`src/design/hcx_pkg.sv`:
```
// Package: shared types and constants for the hash counter keystream XOR unit.
`default_nettype none
package hcx_pkg;

  typedef struct packed {
    logic [7:0] data_byte;
    logic       last_byte;
  } hcx_in_t;

  typedef struct packed {
    logic [7:0] out_byte;
    logic       out_last;
  } hcx_out_t;

  // Controller to datapath commands
  typedef struct packed {
    logic start;   // load working state and message schedule
    logic round;   // run one compression round
    logic finish;  // add initial hash, store keystream block
    logic take;    // accept input byte into output register, advance position
  } hcx_cmd_t;

  // Datapath to controller status
  typedef struct packed {
    logic need_block;  // position is zero: a new block must be computed
    logic last_round;  // round counter at 63
  } hcx_sts_t;

  localparam logic [1:0] RegKey0 = 2'd0;
  localparam logic [1:0] RegKey1 = 2'd1;
  localparam logic [1:0] RegKey2 = 2'd2;
  localparam logic [1:0] RegKey3 = 2'd3;

  localparam logic [31:0] PadWord = 32'h8000_0000;
  localparam logic [31:0] LenWord = 32'd288;

  function automatic logic [31:0] init_h(input logic [2:0] i);
    logic [31:0] v;
    case (i)
      3'd0: v = 32'h6a09e667;
      3'd1: v = 32'hbb67ae85;
      3'd2: v = 32'h3c6ef372;
      3'd3: v = 32'ha54ff53a;
      3'd4: v = 32'h510e527f;
      3'd5: v = 32'h9b05688c;
      3'd6: v = 32'h1f83d9ab;
      default: v = 32'h5be0cd19;
    endcase
    return v;
  endfunction

  localparam logic [31:0] RoundK [64] = '{
    32'h428a2f98, 32'h71374491, 32'hb5c0fbcf, 32'he9b5dba5,
    32'h3956c25b, 32'h59f111f1, 32'h923f82a4, 32'hab1c5ed5,
    32'hd807aa98, 32'h12835b01, 32'h243185be, 32'h550c7dc3,
    32'h72be5d74, 32'h80deb1fe, 32'h9bdc06a7, 32'hc19bf174,
    32'he49b69c1, 32'hefbe4786, 32'h0fc19dc6, 32'h240ca1cc,
    32'h2de92c6f, 32'h4a7484aa, 32'h5cb0a9dc, 32'h76f988da,
    32'h983e5152, 32'ha831c66d, 32'hb00327c8, 32'hbf597fc7,
    32'hc6e00bf3, 32'hd5a79147, 32'h06ca6351, 32'h14292967,
    32'h27b70a85, 32'h2e1b2138, 32'h4d2c6dfc, 32'h53380d13,
    32'h650a7354, 32'h766a0abb, 32'h81c2c92e, 32'h92722c85,
    32'ha2bfe8a1, 32'ha81a664b, 32'hc24b8b70, 32'hc76c51a3,
    32'hd192e819, 32'hd6990624, 32'hf40e3585, 32'h106aa070,
    32'h19a4c116, 32'h1e376c08, 32'h2748774c, 32'h34b0bcb5,
    32'h391c0cb3, 32'h4ed8aa4a, 32'h5b9cca4f, 32'h682e6ff3,
    32'h748f82ee, 32'h78a5636f, 32'h84c87814, 32'h8cc70208,
    32'h90befffa, 32'ha4506ceb, 32'hbef9a3f7, 32'hc67178f2
  };

endpackage
`default_nettype wire

```
`src/design/hcx_datapath.sv`:
```
// Datapath: key registers, SHA-256 round engine, keystream block and XOR output.
`default_nettype none
module hcx_datapath
  import hcx_pkg::*;
(
  input  wire logic        clk,
  input  wire logic        rst,
  input  wire logic        cfg_valid,
  input  wire logic [1:0]  cfg_index,
  input  wire logic [63:0] cfg_data,
  input  wire hcx_cmd_t    cmd,
  input  wire hcx_in_t     in_item,
  output hcx_sts_t         sts,
  output hcx_out_t         out_item
);

  logic [63:0] key [4];
  logic [4:0]  block_position;
  logic [31:0] block_counter;
  logic [63:0] keystream_block [4];
  logic [5:0]  round_cnt;
  logic [31:0] w [16];
  logic [31:0] s [8];

  // Configuration writes
  always_ff @(posedge clk) begin
    if (rst) begin
      key[0] <= '0; key[1] <= '0; key[2] <= '0; key[3] <= '0;
    end else if (cfg_valid) begin
      unique case (cfg_index)
        RegKey0: key[0] <= cfg_data;
        RegKey1: key[1] <= cfg_data;
        RegKey2: key[2] <= cfg_data;
        RegKey3: key[3] <= cfg_data;
        default: ;
      endcase
    end
  end

  // Round logic on the current state and schedule head
  logic [31:0] e, a, t1, t2, wn, s0w, s1w;
  always_comb begin
    e   = s[4];
    a   = s[0];
    t1  = s[7] + ({e[5:0], e[31:6]} ^ {e[10:0], e[31:11]} ^ {e[24:0], e[31:25]})
        + ((e & s[5]) ^ (~e & s[6])) + RoundK[round_cnt] + w[0];
    t2  = ({a[1:0], a[31:2]} ^ {a[12:0], a[31:13]} ^ {a[21:0], a[31:22]})
        + ((a & s[1]) ^ (a & s[2]) ^ (s[1] & s[2]));
    s0w = {w[1][6:0], w[1][31:7]} ^ {w[1][17:0], w[1][31:18]} ^ (w[1] >> 3);
    s1w = {w[14][16:0], w[14][31:17]} ^ {w[14][18:0], w[14][31:19]} ^ (w[14] >> 10);
    wn  = w[0] + s0w + w[9] + s1w;
  end

  // Compression engine: schedule window and working variables
  always_ff @(posedge clk) begin
    if (cmd.start) begin
      for (int i = 0; i < 4; i++) begin
        w[2*i]   <= key[i][63:32];
        w[2*i+1] <= key[i][31:0];
      end
      w[8]  <= block_counter;
      w[9]  <= PadWord;
      for (int i = 10; i < 15; i++) w[i] <= '0;
      w[15] <= LenWord;
      for (int i = 0; i < 8; i++) s[i] <= init_h(3'(i));
      round_cnt <= '0;
    end else if (cmd.round) begin
      for (int i = 0; i < 15; i++) w[i] <= w[i+1];
      w[15] <= wn;
      s[7] <= s[6]; s[6] <= s[5]; s[5] <= s[4]; s[4] <= s[3] + t1;
      s[3] <= s[2]; s[2] <= s[1]; s[1] <= s[0]; s[0] <= t1 + t2;
      round_cnt <= round_cnt + 6'd1;
    end
  end

  // Store finished digest (first 256 bits)
  always_ff @(posedge clk) begin
    if (cmd.finish) begin
      for (int i = 0; i < 4; i++)
        keystream_block[i] <= {s[2*i] + init_h(3'(2*i)), s[2*i+1] + init_h(3'(2*i+1))};
    end
  end

  // Byte select, XOR and position tracking
  logic [63:0] ks_word;
  logic [7:0]  ks_byte;
  always_comb begin
    ks_word = keystream_block[block_position[4:3]];
    ks_byte = ks_word[8*(7 - block_position[2:0]) +: 8];
  end

  always_ff @(posedge clk) begin
    if (rst) begin
      block_position <= '0;
      block_counter  <= '0;
    end else if (cmd.take) begin
      if (in_item.last_byte) begin
        block_position <= '0;
        block_counter  <= '0;
      end else begin
        block_position <= block_position + 5'd1;
        if (block_position == 5'd31) block_counter <= block_counter + 32'd1;
      end
    end
  end

  always_ff @(posedge clk) begin
    if (cmd.take) begin
      out_item.out_byte <= in_item.data_byte ^ ks_byte;
      out_item.out_last <= in_item.last_byte;
    end
  end

  assign sts.need_block = (block_position == 5'd0);
  assign sts.last_round = (round_cnt == 6'd63);

endmodule
`default_nettype wire

```
`src/design/hcx_ctrl.sv`:
```
// Controller: sequences block generation, byte acceptance and output handshake.
`default_nettype none
module hcx_ctrl
  import hcx_pkg::*;
(
  input  wire logic     clk,
  input  wire logic     rst,
  input  wire logic     in_valid,
  output logic          in_ready,
  output logic          out_valid,
  input  wire logic     out_ready,
  input  wire hcx_sts_t sts,
  output hcx_cmd_t      cmd
);

  typedef enum logic [1:0] {S_WAIT, S_ROUND, S_FINISH, S_READY} state_t;
  state_t state;
  logic   have_block;

  wire out_free = !out_valid || out_ready;
  assign in_ready   = (state == S_READY) && out_free;
  wire   take       = in_valid && in_ready;

  always_comb begin
    cmd.start  = (state == S_WAIT) && in_valid && sts.need_block;
    cmd.round  = (state == S_ROUND);
    cmd.finish = (state == S_FINISH);
    cmd.take   = take;
  end

  // State and output valid
  always_ff @(posedge clk) begin
    if (rst) begin
      state      <= S_WAIT;
      out_valid  <= 1'b0;
      have_block <= 1'b0;
    end else begin
      if (take) out_valid <= 1'b1;
      else if (out_ready) out_valid <= 1'b0;
      unique case (state)
        S_WAIT: begin
          if (in_valid) begin
            if (sts.need_block && !have_block) state <= S_ROUND;
            else state <= S_READY;
          end
        end
        S_ROUND:  if (sts.last_round) state <= S_FINISH;
        S_FINISH: begin
          state      <= S_READY;
          have_block <= 1'b1;
        end
        S_READY: begin
          if (take) begin
            state      <= S_WAIT;
            have_block <= 1'b0;
          end
        end
        default: state <= S_WAIT;
      endcase
    end
  end

`ifndef SYNTHESIS
  a_take_ready: assert property (@(posedge clk) disable iff (rst)
    cmd.take |-> state == S_READY) else $error("take outside ready");
  a_round_seq: assert property (@(posedge clk) disable iff (rst)
    (state == S_ROUND && sts.last_round) |=> state == S_FINISH)
    else $error("round sequence broken");
  a_out_set: assert property (@(posedge clk) disable iff (rst)
    cmd.take |=> out_valid) else $error("result lost");
`endif

endmodule
`default_nettype wire

```
`src/design/hash_counter_keystream_xor_unit.sv`:
```
// Top level: SHA-256 counter-mode keystream XOR unit.
//
// Input requests (in_valid/in_ready, payload in_data) carry one message byte and
// a last flag. Each accepted request yields one result request on out_valid/
// out_ready (payload out_data): the byte XORed with the keystream, flag copied.
// The configuration channel (cfg_valid/cfg_ready, cfg_index, cfg_data) writes
// the four 64-bit key words; it is always ready, and every 2-bit index selects
// a key word. Write keys only while idle.
// Keystream blocks are SHA-256 of key || 32-bit counter, one round a cycle.
// A byte at the start of a block passes through the wait state (load), the
// round, finish and accept states; other bytes pass only through the wait and
// accept states of the controller.
// The result sits in an output register from the cycle after acceptance; a new
// byte is accepted while it waits only if out_ready is high that cycle.
// Synchronous reset clears position, counter, keys and valid; afterwards the
// controller waits in its wait state for a new message, with in_ready low.
`default_nettype none
module hash_counter_keystream_xor_unit
  import hcx_pkg::*;
(
  input  wire logic        clk,
  input  wire logic        rst,
  input  wire logic        in_valid,
  output logic             in_ready,
  input  wire hcx_in_t     in_data,
  output logic             out_valid,
  input  wire logic        out_ready,
  output hcx_out_t         out_data,
  input  wire logic        cfg_valid,
  output logic             cfg_ready,
  input  wire logic [1:0]  cfg_index,
  input  wire logic [63:0] cfg_data
);

  hcx_cmd_t cmd;
  hcx_sts_t sts;

  assign cfg_ready = 1'b1;

  hcx_ctrl u_ctrl (
    .clk, .rst, .in_valid, .in_ready, .out_valid, .out_ready, .sts, .cmd
  );

  hcx_datapath u_dp (
    .clk, .rst, .cfg_valid, .cfg_index, .cfg_data, .cmd,
    .in_item(in_data), .sts, .out_item(out_data)
  );

endmodule
`default_nettype wire
```
`config.mk`:
```
export PLATFORM = sky130hd
export DESIGN_NAME = hash_counter_keystream_xor_unit
export DESIGN_NICKNAME = d
export VERILOG_FILES = /design/src/design/hcx_pkg.sv /design/src/design/hcx_datapath.sv /design/src/design/hcx_ctrl.sv /design/src/design/hash_counter_keystream_xor_unit.sv
export SDC_FILE = /design/constraint.sdc
export NUM_CORES = 2
export LEC_CHECK = 0
export BUFFER_PORTS_ARGS = -buffer_cell sky130_fd_sc_hd__buf_2
export CAP_MARGIN = 20
export CORE_MARGIN = 2
export CORE_UTILIZATION = 25
export DETAILED_ROUTE_END_ITERATION = 7
export PLACE_DENSITY_LB_ADDON = 0.15
export SLEW_MARGIN = 20
export SYNTH_ARGS = -nofsm -noshare
export SYNTH_HDL_FRONTEND = slang
export SYNTH_HIERARCHICAL = 1
export SYNTH_SLANG_ARGS = --single-unit
```
`constraint.sdc`:
```
create_clock -name clk -period 39.9 [get_ports clk]
set_input_delay 7.98 -clock clk [delete_from_list [all_inputs] [get_ports clk]]
set_output_delay 7.98 -clock clk [all_outputs]
set_load 0.005 [all_outputs]
```
==> results.toml <==
[clock_tree]
cts_resized = 0
cts.sinks = 1338
cts_setup_buffers = 0
root_buffer = "clkbuf_16"
clockBufferDepth = 4
h-tree-depth = 4
clkLatencyLatePin_ps = 860
path_clk_slew_ps = 60
cts_tree = "yes"
numCtsBuffers = 172
cts_hold_buf = 0

[yosys]
synth_seq_area_share = 0.555
yosys_warnings = 6
syn_inst = 6119
syn_avg_cell_area_um2 = 11.7
synth_top_flop_cell = "edfxtp_1"
yosysMostFrequentCell = "edfxtp_1"
synth.largest_area_cell = "edfxtp_1"
ys_seq_elements = 1338
synth.area.top_cells = "edfxtp_1 54%, nand2_1 5.7%, fa_1 5.2%"
synth_top_cells_by_count = "1,289 x edfxtp_1, 1,093 x nand2_1, 414 x xnor2_1"
synth_fp_nets = 6547
synth_edf_count = 1289
synth_top_area_frac = 0.541
synth_area_um2 = 71500
synth_cell_type_count = 96
ys_async_sr_fraction = 0

[worst_setup_path]
critPathCaptureType = "primary output"
critPathRequiredTime_ps = 31920
reg2reg_from = "u_dp/round_cnt[2]"
criticalPathCategory = "in2out"
max_stage_delay_ps = 150
critPathMaxFanout = 4
cp.arrival_ps = 8500
start_kind = "primary input"
reg2reg_slack_ps = 28430
reg2regPathDepth = 34
cp_slowest_cell = "nand2b_4"
path_common_cell = "buf_2"
r2r_end = "u_dp/s[0][31]"
critical_path.cell_chain = "buf_2, nand2b_4, and2_1, buf_2"

[sta]
setup_tns_ps = 0
max_slew_margin = 0.105
skew_ps = 76.9
slew_viol_final = 0
layout_worst_path_cycle_share = 0.413
finalSetupViolCount = 0
fin_crit_ps = 16480
tightest_slew_ps = 1340
final-hold-violation-count = 0
rsz0062_at_grt = "no"
max_freq_mhz = 60.7

[die]
core_um2 = 285000
die_y_um = 539
row_count = 196
io_pins = 92
start_util = 0.251
die_w_um = 539
dieArea_um2 = 290000

[finish]
drive_gt1_frac = 0.0880
syn_to_final_growth_pct = 13.9
nets = 6576

[grt]
track_usage = 0.155
grt_pass1_wl_um = 331000
grt_pass1_vias = 45814
antenna_found_initial = 5
grt.overflow.total = 0
grt_max_degree = 195

[detailed_routing]
dr_total_vias = 44956
drt_first_pass_iters = 5
first_iter_violations = 3401
drt_wl_total_um = 229000
ant_nets = 0
wl_per_cell_um = 22.8
drc = 0
routed_via_density = 4.48

[run_status]
status = "finished clean"

[place]
numPortBuffers = 90
place_congestion = 0.823
hpwl_um = 161000

[hold_path]
min_to = "u_dp/block_counter[22]"
whs_path_depth = 2
hold_start = "u_dp/block_counter[22]"
hp-class = "reg2reg"

[job]
maxCapViolCount = 0
[metrics by stage]
| step | instance area, µm² | worst slack [ps] | cells | util | hold slack (ps) |
|---|---|---|---|---|---|
| floorplan | 71500 | 20960 | 6119 | - | 433 |
| global placement | 76300 | 23370 | 9736 | 0.268 | 460 |
| detailed placement | 76300 | 23410 | 9736 | 0.268 | 474 |
| CTS | 81400 | 23410 | 10034 | 0.286 | 485 |
| global route | 81400 | 23390 | 10035 | 0.286 | 503 |
| finish | 81500 | 23420 | 10037 | 0.286 | 485 |
[routing by layer]
metal,global-route usage,share of wire,up-vias
met2,0.258,0.48,833
met4,0.0407,0.025,0
li1,-,-,21185
met5,0,0,-
met3,0.0185,0.033,269
met1,0.212,0.46,22669
[sequential cells by signal, indices dropped and copies added (netlist names), named ones only]
name	count
u_dp/s	256
u_dp/key	256
u_dp/block_counter	32
u_dp/keystream_block	256
u_dp/out_item	9
u_dp/block_position	5
u_dp/w	512
u_ctrl/state	2
u_dp/round_cnt	6
u_ctrl/out_valid	1
u_ctrl/have_block	1
[worst max-delay path, delay by kind of cell]
family	cells	cell delay [ps]
buffers and inverters	2	220
AND/OR/NAND/NOR	2	300
[cell families after synthesis]
family                   Yosys count  synth area share
AND/OR/NAND/NOR                 2321             0.153
flip-flops                      1338             0.555
AO/OA/AOI/OAI                    773            0.0712
XOR/XNOR                         620            0.0761
buffers and inverters            586            0.0310
adder cells (fa/ha/maj)          352            0.0811
multiplexers                     128            0.0327
other                              1         0.0000524
[cell type report]
class | instances | area (µm²)
multi-input cells | 4195 | 29700
fillers | 29351 | 204000
flip-flops and latches | 1338 | 39700
well taps | 3762 | 4710
clock inverters | 69 | 536
clock buffers | 229 | 4650
repair buffers | 164 | 1100
diodes | 3 | 7.51
inverters | 277 | 1040
[how the worst max path moves through the flow]
stage	start	end	slack, ps	cells after the start
detailed placement	out_ready	in_ready	23410	4
global route	out_ready	in_ready	23390	4
floorplan	in_valid	u_dp/s[0][0]	20960	5
CTS	out_ready	in_ready	23410	4
finish	out_ready	in_ready	23420	4
global placement	out_ready	in_ready	23370	4
[layout by cell type, fill, tap and decap left out, types with 18 or more instances in the layout]
cell type	count
a211oi_1	21
a21o_1	100
a21oi_1	195
a31oi_1	27
and2_1	381
and3_1	23
buf_2	90
buf_4	66
clkbuf_1	45
clkbuf_16	173
clkinv_1	28
clkinv_2	24
dfxtp_1	44
edfxtp_1	1289
fa_1	187
ha_1	160
inv_1	273
mux2_2	24
mux2i_1	22
mux4_2	82
nand2_1	1093
nand2b_1	127
nand3_1	64
nand4_1	18
nor2_1	302
nor2b_1	179
nor3_1	62
o21a_1	37
o21ai_0	177
o21ai_1	20
o21bai_1	18
o31ai_1	21
or3_1	18
xnor2_1	414
xor2_1	205
Power is left out: the tool's default activity adds up to more than one toggle a clock period on the data nets, which glitch-free logic cannot reach.
